### config.mk
export PLATFORM = sky130hd
export DESIGN_NAME = dct_quant_rle_block_encoder_core_flat
export DESIGN_NICKNAME = d
export VERILOG_FILES = /design/src/rtl/dqr_pkg.sv /design/src/rtl/dqr_if.sv /design/src/rtl/dct_quant_rle_block_encoder_core.sv /design/src/flat_wrapper.sv
export SDC_FILE = /design/constraint.sdc
export NUM_CORES = 2
export LEC_CHECK = 0
export ABC_AREA = 1
export BUFFER_PORTS_ARGS = -buffer_cell sky130_fd_sc_hd__clkbuf_2
export CAP_MARGIN = 30
export CORE_ASPECT_RATIO = 1.75
export CORE_MARGIN = 2
export CORE_UTILIZATION = 57
export DETAILED_ROUTE_END_ITERATION = 7
export MAX_ROUTING_LAYER = met4
export PLACE_DENSITY = 0.76
export SETUP_SLACK_MARGIN = 0.4
export SLEW_MARGIN = 20
export SYNTH_ARGS = -nofsm -noshare
export SYNTH_HDL_FRONTEND = slang
export SYNTH_SLANG_ARGS = --single-unit
### constraint.sdc
create_clock -name clk_i -period 14 [get_ports clk_i]
set_input_delay 2.8 -clock clk_i [delete_from_list [all_inputs] [get_ports clk_i]]
set_output_delay 2.8 -clock clk_i [all_outputs]
set_load 0.02 [all_outputs]
### src/rtl/dqr_pkg.sv
`timescale 1ns / 1ps
// ----------------------------------------------------------------------------
// dqr_pkg
// Shared types, tables and constants of the 8x8 DCT / quantize / RLE encoder.
// ----------------------------------------------------------------------------
package dqr_pkg;

  localparam int unsigned SAMPLE_W = 8;
  localparam int unsigned CODE_W   = 16;
  localparam int unsigned SCALE_W  = 6;
  localparam int unsigned ROW_W    = 18;
  localparam int unsigned DCT_W    = 12;
  localparam int unsigned ACC_W    = 27;
  localparam int unsigned PROD_W   = 26;
  localparam int unsigned NUM_W    = 16;
  localparam int unsigned DIV_W    = 14;
  localparam int unsigned REM_W    = 15;
  localparam int unsigned SCALE_RESET = 5;
  localparam int unsigned LAST_CODED  = 62;
  localparam int unsigned DCT_SHIFT   = 14;

  localparam logic [CODE_W-1:0] END_CODE    = 16'd15;
  localparam logic [CODE_W-1:0] LONG_MARK   = 16'h8000;
  localparam logic [1:0]        ONE_BYTE    = 2'd1;
  localparam logic [1:0]        TWO_BYTES   = 2'd2;

  // Register byte addresses (index times four)
  localparam logic QUANT_SCALE_IDX = 1'b0;

  typedef enum logic [7:0] {
    S_LOAD  = 8'b0000_0001,
    S_ROW   = 8'b0000_0010,
    S_COL   = 8'b0000_0100,
    S_QRD   = 8'b0000_1000,
    S_QSET  = 8'b0001_0000,
    S_QDIV  = 8'b0010_0000,
    S_QEMIT = 8'b0100_0000,
    S_END   = 8'b1000_0000
  } state_e;

  // Cosine matrix, indexed {row, column}
  localparam logic signed [7:0] COS_MAT [64] = '{
     8'sd45,  8'sd45,  8'sd45,  8'sd45,  8'sd45,  8'sd45,  8'sd45,  8'sd45,
     8'sd63,  8'sd53,  8'sd35,  8'sd12, -8'sd12, -8'sd35, -8'sd53, -8'sd63,
     8'sd59,  8'sd24, -8'sd24, -8'sd59, -8'sd59, -8'sd24,  8'sd24,  8'sd59,
     8'sd53, -8'sd12, -8'sd63, -8'sd35,  8'sd35,  8'sd63,  8'sd12, -8'sd53,
     8'sd45, -8'sd45, -8'sd45,  8'sd45,  8'sd45, -8'sd45, -8'sd45,  8'sd45,
     8'sd35, -8'sd63,  8'sd12,  8'sd53, -8'sd53, -8'sd12,  8'sd63, -8'sd35,
     8'sd24, -8'sd59,  8'sd59, -8'sd24, -8'sd24,  8'sd59, -8'sd59,  8'sd24,
     8'sd12, -8'sd35,  8'sd53, -8'sd63,  8'sd63, -8'sd53,  8'sd35, -8'sd12
  };

  localparam logic [5:0] ZZ_ORDER [64] = '{
     6'd0,  6'd1,  6'd8,  6'd16, 6'd9,  6'd2,  6'd3,  6'd10,
     6'd17, 6'd24, 6'd32, 6'd25, 6'd18, 6'd11, 6'd4,  6'd5,
     6'd12, 6'd19, 6'd26, 6'd33, 6'd40, 6'd48, 6'd41, 6'd34,
     6'd27, 6'd20, 6'd13, 6'd6,  6'd7,  6'd14, 6'd21, 6'd28,
     6'd35, 6'd42, 6'd49, 6'd56, 6'd57, 6'd50, 6'd43, 6'd36,
     6'd29, 6'd22, 6'd15, 6'd23, 6'd30, 6'd37, 6'd44, 6'd51,
     6'd58, 6'd59, 6'd52, 6'd45, 6'd38, 6'd31, 6'd39, 6'd46,
     6'd53, 6'd60, 6'd61, 6'd54, 6'd47, 6'd55, 6'd62, 6'd63
  };

  localparam logic [6:0] Q_TABLE [64] = '{
     7'd2,  7'd16, 7'd19, 7'd22, 7'd26, 7'd27, 7'd29, 7'd34,
     7'd16, 7'd16, 7'd22, 7'd24, 7'd27, 7'd29, 7'd34, 7'd37,
     7'd19, 7'd22, 7'd26, 7'd27, 7'd29, 7'd34, 7'd34, 7'd38,
     7'd22, 7'd22, 7'd26, 7'd27, 7'd29, 7'd34, 7'd37, 7'd40,
     7'd22, 7'd26, 7'd27, 7'd29, 7'd32, 7'd35, 7'd40, 7'd48,
     7'd26, 7'd27, 7'd29, 7'd32, 7'd35, 7'd40, 7'd48, 7'd58,
     7'd26, 7'd27, 7'd29, 7'd34, 7'd38, 7'd46, 7'd56, 7'd69,
     7'd27, 7'd29, 7'd35, 7'd38, 7'd46, 7'd56, 7'd69, 7'd83
  };

endpackage

### src/rtl/dqr_if.sv
`timescale 1ns / 1ps
// ----------------------------------------------------------------------------
// dqr channel interfaces
// Valid/ready channels for block samples and for emitted code words.
// ----------------------------------------------------------------------------
interface dqr_in_if;
  import dqr_pkg::*;
  logic                       valid;
  logic                       ready;
  logic signed [SAMPLE_W-1:0] sample;
  logic                       last_sample;
  modport source (output valid, sample, last_sample, input ready);
  modport sink (input valid, sample, last_sample, output ready);
endinterface

interface dqr_out_if;
  import dqr_pkg::*;
  logic              valid;
  logic              ready;
  logic [CODE_W-1:0] code_word;
  logic [1:0]        code_bytes;
  logic              last_code;
  logic [5:0]        symbol_count;
  modport source (output valid, code_word, code_bytes, last_code, symbol_count, input ready);
  modport sink (input valid, code_word, code_bytes, last_code, symbol_count, output ready);
endinterface

### src/rtl/dct_quant_rle_block_encoder_core.sv
`timescale 1ns / 1ps
// ----------------------------------------------------------------------------
// dct_quant_rle_block_encoder_core
// 8x8 DCT, zigzag quantizer and run-length coder on one shared multiplier.
// ----------------------------------------------------------------------------
// Samples are taken one per cycle while loading; the transaction carrying
// last_sample starts encoding and input stays blocked until the end code is
// issued. One multiplier does the row pass (512 MACs), the column pass
// (512 MACs) and the divisor products; a radix-2 restoring divider then finds
// the 16-bit quotient of each AC coefficient bit by bit. The divider loop sets
// most of the quantizer time. Code words leave through an output register, so
// the next block loads while the end code waits.
module dct_quant_rle_block_encoder_core (
  input  logic              clk_i,
  input  logic              rst_ni,
  dqr_in_if.sink            in_s,
  dqr_out_if.source         out_s,
  input  logic              psel,
  input  logic              penable,
  input  logic              pwrite,
  input  logic [2:0]        paddr,
  input  logic [31:0]       pwdata,
  output logic [31:0]       prdata,
  output logic              pready
);
  import dqr_pkg::*;

  // Storage
  logic signed [SAMPLE_W-1:0] smem [64];
  logic signed [ROW_W-1:0]    rmem [64];
  logic signed [DCT_W-1:0]    dmem [64];

  state_e                     state_q, state_d;
  logic [5:0]                 scnt_q, scnt_d;
  logic [9:0]                 cnt_q, cnt_d;
  logic                       pvld_q, pvld_d;
  logic [8:0]                 pidx_q;
  logic signed [ACC_W-1:0]    acc_q, acc_d;
  logic signed [SAMPLE_W-1:0] sdat_q;
  logic signed [ROW_W-1:0]    rdat_q;
  logic signed [DCT_W-1:0]    ddat_q;
  logic [5:0]                 k_q, k_d;
  logic [5:0]                 run_q, run_d;
  logic [5:0]                 sym_q, sym_d;
  logic [3:0]                 bcnt_q, bcnt_d;
  logic [NUM_W-1:0]           quo_q, quo_d;
  logic [REM_W-1:0]           rem_q, rem_d;
  logic [DIV_W-1:0]           div_q, div_d;
  logic                       neg_q, neg_d;
  logic signed [CODE_W-1:0]   coef_q, coef_d;
  logic [SCALE_W-1:0]         scale_q;
  logic                       ovld_q, ovld_d;
  logic [CODE_W-1:0]          oword_q, oword_d;
  logic [1:0]                 obytes_q, obytes_d;
  logic                       olast_q, olast_d;
  logic [5:0]                 ocount_q, ocount_d;

  logic                       in_acc;
  logic                       can_load;
  logic signed [ROW_W-1:0]    mul_a;
  logic signed [7:0]          mul_b;
  logic signed [PROD_W-1:0]   prod;
  logic [5:0]                 zz_pos;
  logic signed [NUM_W-1:0]    num;
  logic signed [DCT_W-1:0]    dc_val;
  logic [REM_W-1:0]           rem_sh;
  logic [NUM_W-1:0]           quo_nx;
  logic [7:0]                 short_b;
  logic [CODE_W-1:0]          t16;

  // Configuration port
  assign pready = 1'b1;
  assign prdata = {{(32-SCALE_W){1'b0}}, scale_q};

  always_ff @(posedge clk_i or negedge rst_ni) begin
    if (!rst_ni) begin
      scale_q <= SCALE_W'(SCALE_RESET);
    end else if (psel && penable && pwrite && (paddr[2] == QUANT_SCALE_IDX)) begin
      scale_q <= pwdata[SCALE_W-1:0];
    end
  end

  assign in_s.ready         = (state_q == S_LOAD);
  assign in_acc             = in_s.valid && in_s.ready;
  assign can_load           = !ovld_q || out_s.ready;
  assign out_s.valid        = ovld_q;
  assign out_s.code_word    = oword_q;
  assign out_s.code_bytes   = obytes_q;
  assign out_s.last_code    = olast_q;
  assign out_s.symbol_count = ocount_q;

  assign zz_pos = ZZ_ORDER[k_q];

  // Shared multiplier operand select
  always_comb begin
    mul_a = ROW_W'(sdat_q);
    mul_b = COS_MAT[{pidx_q[5:3], pidx_q[2:0]}];
    case (state_q)
      S_COL: begin
        mul_a = rdat_q;
        mul_b = COS_MAT[{pidx_q[8:6], pidx_q[2:0]}];
      end
      S_QSET: begin
        mul_a = {{(ROW_W-7){1'b0}}, Q_TABLE[zz_pos]};
        mul_b = {2'b00, scale_q};
      end
      default: begin
        mul_a = ROW_W'(sdat_q);
        mul_b = COS_MAT[{pidx_q[5:3], pidx_q[2:0]}];
      end
    endcase
  end
  assign prod = mul_a * mul_b;

  // Halve the DC term toward zero: add one before the shift when negative
  assign num     = {ddat_q, 4'b0000};
  assign dc_val  = (ddat_q + $signed({{(DCT_W-1){1'b0}}, ddat_q[DCT_W-1]})) >>> 1;
  assign rem_sh  = {rem_q[REM_W-2:0], quo_q[NUM_W-1]};
  assign quo_nx  = {quo_q[NUM_W-2:0], (rem_sh >= {1'b0, div_q})};
  assign short_b = coef_q[7:0] + {run_q[3:0], 4'h0} + 8'd8;
  assign t16     = coef_q + 16'sd256;

  // Sequencer
  always_comb begin
    state_d  = state_q;
    scnt_d   = scnt_q;
    cnt_d    = cnt_q;
    pvld_d   = 1'b0;
    acc_d    = acc_q;
    k_d      = k_q;
    run_d    = run_q;
    sym_d    = sym_q;
    bcnt_d   = bcnt_q;
    quo_d    = quo_q;
    rem_d    = rem_q;
    div_d    = div_q;
    neg_d    = neg_q;
    coef_d   = coef_q;
    ovld_d   = ovld_q && !out_s.ready;
    oword_d  = oword_q;
    obytes_d = obytes_q;
    olast_d  = olast_q;
    ocount_d = ocount_q;
    if (pvld_q) begin
      acc_d = ((pidx_q[2:0] == 3'd0) ? '0 : acc_q) + ACC_W'(prod);
    end
    case (state_q)
      S_LOAD: begin
        if (in_acc) begin
          scnt_d = scnt_q + 6'd1;
          if (in_s.last_sample) begin
            scnt_d  = '0;
            cnt_d   = '0;
            state_d = S_ROW;
          end
        end
      end
      S_ROW, S_COL: begin
        if (!cnt_q[9]) begin
          pvld_d = 1'b1;
          cnt_d  = cnt_q + 10'd1;
        end
        if (pvld_q && (pidx_q == 9'd511)) begin
          cnt_d   = '0;
          pvld_d  = 1'b0;
          k_d     = '0;
          run_d   = '0;
          sym_d   = 6'd1;
          state_d = (state_q == S_ROW) ? S_COL : S_QRD;
        end
      end
      S_QRD: begin
        state_d = S_QSET;
      end
      S_QSET: begin
        neg_d  = num[NUM_W-1];
        quo_d  = num[NUM_W-1] ? NUM_W'(-num) : num;
        rem_d  = '0;
        div_d  = {prod[DIV_W-2:0], 1'b0};
        bcnt_d = '0;
        if (k_q == 6'd0) begin
          coef_d  = CODE_W'(dc_val);
          state_d = S_QEMIT;
        end else begin
          state_d = S_QDIV;
        end
      end
      S_QDIV: begin
        rem_d  = (rem_sh >= {1'b0, div_q}) ? rem_sh - {1'b0, div_q} : rem_sh;
        quo_d  = quo_nx;
        bcnt_d = bcnt_q + 4'd1;
        if (bcnt_q == 4'd15) begin
          if (scale_q == '0) begin
            coef_d = '0;
          end else begin
            coef_d = neg_q ? -quo_nx : quo_nx;
          end
          state_d = S_QEMIT;
        end
      end
      S_QEMIT: begin
        if (k_q != 6'd0 && coef_q == '0) begin
          run_d = run_q + 6'd1;
          k_d   = k_q + 6'd1;
          state_d = (k_q == 6'(LAST_CODED - 1)) ? S_END : S_QRD;
        end else if (can_load) begin
          ovld_d   = 1'b1;
          olast_d  = 1'b0;
          ocount_d = '0;
          if (k_q == 6'd0) begin
            oword_d  = {scale_q, coef_q[9:0]};
            obytes_d = TWO_BYTES;
          end else begin
            if (run_q < 6'd7 && coef_q < 16'sd7 && coef_q >= -16'sd8) begin
              oword_d  = {8'h00, short_b};
              obytes_d = ONE_BYTE;
            end else begin
              oword_d  = LONG_MARK | {1'b0, run_q, (t16[15] ? 9'd0 : t16[8:0])};
              obytes_d = TWO_BYTES;
            end
            run_d = '0;
            sym_d = sym_q + 6'd1;
          end
          k_d     = k_q + 6'd1;
          state_d = (k_q == 6'(LAST_CODED - 1)) ? S_END : S_QRD;
        end
      end
      S_END: begin
        if (can_load) begin
          ovld_d   = 1'b1;
          oword_d  = END_CODE;
          obytes_d = ONE_BYTE;
          olast_d  = 1'b1;
          ocount_d = sym_q + 6'd1;
          state_d  = S_LOAD;
        end
      end
      default: begin
        state_d = S_LOAD;
      end
    endcase
  end

  // Control registers
  always_ff @(posedge clk_i or negedge rst_ni) begin
    if (!rst_ni) begin
      state_q <= S_LOAD;
      scnt_q  <= '0;
      cnt_q   <= '0;
      pvld_q  <= 1'b0;
      k_q     <= '0;
      run_q   <= '0;
      sym_q   <= '0;
      bcnt_q  <= '0;
      ovld_q  <= 1'b0;
    end else begin
      state_q <= state_d;
      scnt_q  <= scnt_d;
      cnt_q   <= cnt_d;
      pvld_q  <= pvld_d;
      k_q     <= k_d;
      run_q   <= run_d;
      sym_q   <= sym_d;
      bcnt_q  <= bcnt_d;
      ovld_q  <= ovld_d;
    end
  end

  // Datapath registers
  always_ff @(posedge clk_i) begin
    pidx_q   <= cnt_q[8:0];
    acc_q    <= acc_d;
    quo_q    <= quo_d;
    rem_q    <= rem_d;
    div_q    <= div_d;
    neg_q    <= neg_d;
    coef_q   <= coef_d;
    oword_q  <= oword_d;
    obytes_q <= obytes_d;
    olast_q  <= olast_d;
    ocount_q <= ocount_d;
  end

  // Sample store
  always_ff @(posedge clk_i) begin
    if (in_acc) begin
      smem[scnt_q] <= in_s.sample;
    end
    sdat_q <= smem[{cnt_q[8:6], cnt_q[2:0]}];
  end

  // Row pass store
  always_ff @(posedge clk_i) begin
    if (state_q == S_ROW && pvld_q && pidx_q[2:0] == 3'd7) begin
      rmem[pidx_q[8:3]] <= acc_d[ROW_W-1:0];
    end
    rdat_q <= rmem[{cnt_q[2:0], cnt_q[5:3]}];
  end

  // Transform result store
  always_ff @(posedge clk_i) begin
    if (state_q == S_COL && pvld_q && pidx_q[2:0] == 3'd7) begin
      dmem[pidx_q[8:3]] <= acc_d[DCT_SHIFT+DCT_W-1:DCT_SHIFT];
    end
    ddat_q <= dmem[zz_pos];
  end

endmodule

### src/flat_wrapper.sv
// flat-port wrapper written by rule: the top's interface ports become plain ports
module dct_quant_rle_block_encoder_core_flat import dqr_pkg::*;
  (clk_i, rst_ni, psel, penable, pwrite, paddr, pwdata, prdata, pready, in_s_valid, in_s_sample, in_s_last_sample, in_s_ready, out_s_valid, out_s_code_word, out_s_code_bytes, out_s_last_code, out_s_symbol_count, out_s_ready);
  dqr_in_if in_s_i ();
  dqr_out_if out_s_i ();
  input  logic clk_i;
  input  logic rst_ni;
  input  logic psel;
  input  logic penable;
  input  logic pwrite;
  input  logic [2:0] paddr;
  input  logic [31:0] pwdata;
  output logic [31:0] prdata;
  output logic pready;
  input wire logic [$bits(in_s_i.valid)-1:0] in_s_valid;
  input wire logic [$bits(in_s_i.sample)-1:0] in_s_sample;
  input wire logic [$bits(in_s_i.last_sample)-1:0] in_s_last_sample;
  output wire logic [$bits(in_s_i.ready)-1:0] in_s_ready;
  output wire logic [$bits(out_s_i.valid)-1:0] out_s_valid;
  output wire logic [$bits(out_s_i.code_word)-1:0] out_s_code_word;
  output wire logic [$bits(out_s_i.code_bytes)-1:0] out_s_code_bytes;
  output wire logic [$bits(out_s_i.last_code)-1:0] out_s_last_code;
  output wire logic [$bits(out_s_i.symbol_count)-1:0] out_s_symbol_count;
  input wire logic [$bits(out_s_i.ready)-1:0] out_s_ready;
  assign in_s_i.valid = in_s_valid;
  assign in_s_i.sample = in_s_sample;
  assign in_s_i.last_sample = in_s_last_sample;
  assign in_s_ready = in_s_i.ready;
  assign out_s_valid = out_s_i.valid;
  assign out_s_code_word = out_s_i.code_word;
  assign out_s_code_bytes = out_s_i.code_bytes;
  assign out_s_last_code = out_s_i.last_code;
  assign out_s_symbol_count = out_s_i.symbol_count;
  assign out_s_i.ready = out_s_ready;
  dct_quant_rle_block_encoder_core u_core (.clk_i(clk_i), .rst_ni(rst_ni), .in_s(in_s_i), .out_s(out_s_i), .psel(psel), .penable(penable), .pwrite(pwrite), .paddr(paddr), .pwdata(pwdata), .prdata(prdata), .pready(pready));
endmodule
==> impl_metrics.tcl <==
set metrics [dict create \
    synth-seq-cells 2644 \
    cp_slowest_cell "xnor2_1" \
    io_buffers 55 \
    period_share_pct 87.2 \
    rrSetupSlack_ps 1800 \
    run_status "completed" \
    drc 0 \
    path_buf_inv 7 \
    holdPathEnd "u_core.pidx_q[8]" \
    synth.distinct_cells 67 \
    slowest_delay_ps 770 \
    antenna_found_initial 13 \
    yosysTopAreaCell "edfxtp_1" \
    die_h_microns 603 \
    skew_ps 113 \
    initialDrtViolationCount 10600 \
    grt_start_max_net_pins 191 \
    maxCapViolCount 0 \
    slew_headroom_pct 22.4 \
    synth_sequential_area_ratio_pct 67.1 \
    rows 219 \
    routed_wl_mm 343 \
    vias 82400 \
    dr.pass1.iters 7 \
    ant_nets 0 \
    grt.total_usage_pct 33.3 \
    cts_inserted_buffers 226 \
    synth_top_area_share_pct 64.7 \
    grt_pass1_wl_mm 505 \
    drive_gt1_share_pct 8.52 \
    hold_start "u_core.cnt_q[8]" \
    setup_viol 0 \
    routed_via_density 6.27 \
    postSynth.asyncResetShare_pct 2.04 \
    grt_pass1_vias 81200 \
    slew_violations 0 \
    tns_ps 0 \
    period_needed_ps 12200 \
    ys_top_cells_by_area "edfxtp_1 (65%), nand2_1 (7.0%), o21ai_0 (3.8%)" \
    worstPathMaxFanout 126 \
    cts_tree "done" \
    reg2reg_depth 40 \
    ios 111 \
    root_buffer "clkbuf_16" \
    synthCells 10400 \
    fp.coreArea_sq_mm 0.204 \
    avgSynthCellArea_sq_um 11.3 \
    cts_setup_buffers 0 \
    reg2reg_from "u_core.k_q[0]" \
    syn_to_final_growth_pct 9.59 \
    ctsResizeCount 0 \
    clock-sinks 2644 \
    wl_per_cell_microns 26.1 \
    max_freq_ghz 0.0819 \
    clock_latency_ps 910 \
    syn_area_sq_mm 0.117 \
    clk_pin_slew_ps 70 \
    path_class "flop to flop" \
    grt_setup_unrepaired "no" \
    whs_path_depth 0 \
    critPathTopFamily "adder cells" \
    worstPathArrival_ps 12870 \
    die_w_microns 346 \
    worst_path_most_repeated_cell "nand2_1" \
    cts_hold_buf 0 \
    die_area_sq_mm 0.209 \
    tightest_slew_ps 1160 \
    timing.rr.end "u_core.dmem[58][7]" \
    min_path_type "flop to flop" \
    dp_hpwl_mm 213 \
    cp-start-kind "flop" \
    ys_warn_count 0 \
    synth_edf_count 2517 \
    finalHoldViolCount 0 \
    start_util_pct 57.4 \
    gp_congestion 0.994 \
    critPathCaptureType "flop" \
    final_nets 10600 \
    htreeDepth 4 \
    nFillCells 15100 \
    grt.overflow.total 0 \
    ctsLongestPathBuffers 4 \
    critPathRequiredTime_ps 14670 \
    synth_top_flop_cell "edfxtp_1" \
]
-- worst max path at each step --
stage                  start                  end  cells after the start
3_5_place_dp   u_core.k_q[0]  u_core.rmem[10][15]                     38
5_1_grt        u_core.k_q[0]  u_core.rmem[36][15]                     38
6_report       u_core.k_q[0]   u_core.dmem[58][7]                     40
2_1_floorplan  u_core.k_q[1]    u_core.dmem[0][2]                     47
3_3_place_gp   u_core.k_q[0]  u_core.dmem[58][11]                     43
4_1_cts        u_core.k_q[0]   u_core.dmem[52][7]                     40
-- Yosys cell counts (all sizes together), types with 2 or more instances --
cell type / number
a211oi: 11
a21boi: 4
a21o: 8
a21oi: 514
a221oi: 7
a22o: 8
a22oi: 5
a31oi: 11
buf: 276
clkbuf: 349
clkinv: 3
conb: 2
dfrtp: 51
dfstp: 3
dfxtp: 73
edfxtp: 2517
fa: 119
ha: 128
inv: 717
nand2: 2206
nand3: 470
nand3b: 74
nand4: 31
nor2: 1073
nor3: 123
nor4: 14
o2111ai: 4
o211ai: 67
o21a: 3
o21ai: 897
o21bai: 7
o221ai: 197
o22ai: 287
o31ai: 6
o32ai: 5
or2: 6
xnor2: 28
xor2: 52
-- worst register-to-register path: cells and delay by family (launching register included) --
family / cells / cell delay (ps)
flip-flops: 1 / 730
adder cells (fa/ha/maj): 8 / 3370
XOR/XNOR: 2 / 940
AO/OA/AOI/OAI: 7 / 2440
buffers and inverters: 7 / 1490
AND/OR/NAND/NOR: 16 / 3110
-- per-stage QoR --
step                hold slack (ps)  util (%)  std cells  instance area [sq um]  setup WS [ps]
floorplan                       345         -      10400                 117000            422
global placement                498      59.1      12700                 120000           1910
detailed placement              513      59.3      12700                 121000           1830
CTS                             528      62.8      13100                 128000           1830
global route                    520      62.9      13100                 128000           1230
finish                          528      62.9      13100                 128000           1800
-- sequential cells by signal, indices dropped and copies added (netlist names), 9 cells and up --
register / flops
u_core.div_q: 13
u_core.acc_q: 26
u_core.rem_q: 14
u_core.cnt_q: 10
u_core.dmem: 768
u_core.coef_q: 16
u_core.out_s.code_word: 16
u_core.rmem: 1152
u_core.ddat_q: 12
u_core.pidx_q: 9
u_core.rdat_q: 18
u_core.smem: 512
u_core.quo_q: 16
-- routing by layer --
metal	part of all wire, %	track usage, %	routed length, microns
met5	0	-	0
met3	8.1	4.46	27700
met1	33	36.4	112000
met4	8.9	25.7	30600
met2	50	55.4	173000
-- cell type report --
type / instances / area [sq um] / share of cell area, %
multi-input combinational: 6400 / 33800 / 26.4
timing repair buffer: 304 / 2460 / 1.92
clock buffer: 272 / 6010 / 4.69
inverter: 720 / 2740 / 2.14
antenna: 16 / 40.0 / 0.0313
sequential: 2644 / 78400 / 61.3
tap: 2652 / 3320 / 2.59
clock inverter: 135 / 1170 / 0.914
-- logic make-up after synthesis --
family / share of synthesized area (%)
and+or+nand+nor: 14.0
adders and majority gates: 3.41
muxes: 0.00964
AOI/OAI and AO/OA: 10.1
other: 0.00643
buffers and inverters: 4.77
xor gates and xnor gates: 0.600
DFF: 67.1
-- cell usage in the layout (no fill, tap or decap), types with 46 or more instances in the layout --
master and n:
edfxtp_1 2517, o21ai_0 854, nor3_1 46, xor2_1 52, ha_1 128, nand2_1 2179, dfxtp_1 73, clkinv_2 49
buf_4 222, o211ai_1 66, inv_1 666, nor3_2 64, fa_1 119, nand3b_1 73, clkbuf_2 54, a21oi_1 511
o22ai_1 285, nand3_1 466, o221ai_1 197, nor2_1 1029, clkbuf_16 232
Power is not shown: default switching activity piles up to over one toggle a cycle in this logic, so the estimate is an artifact.
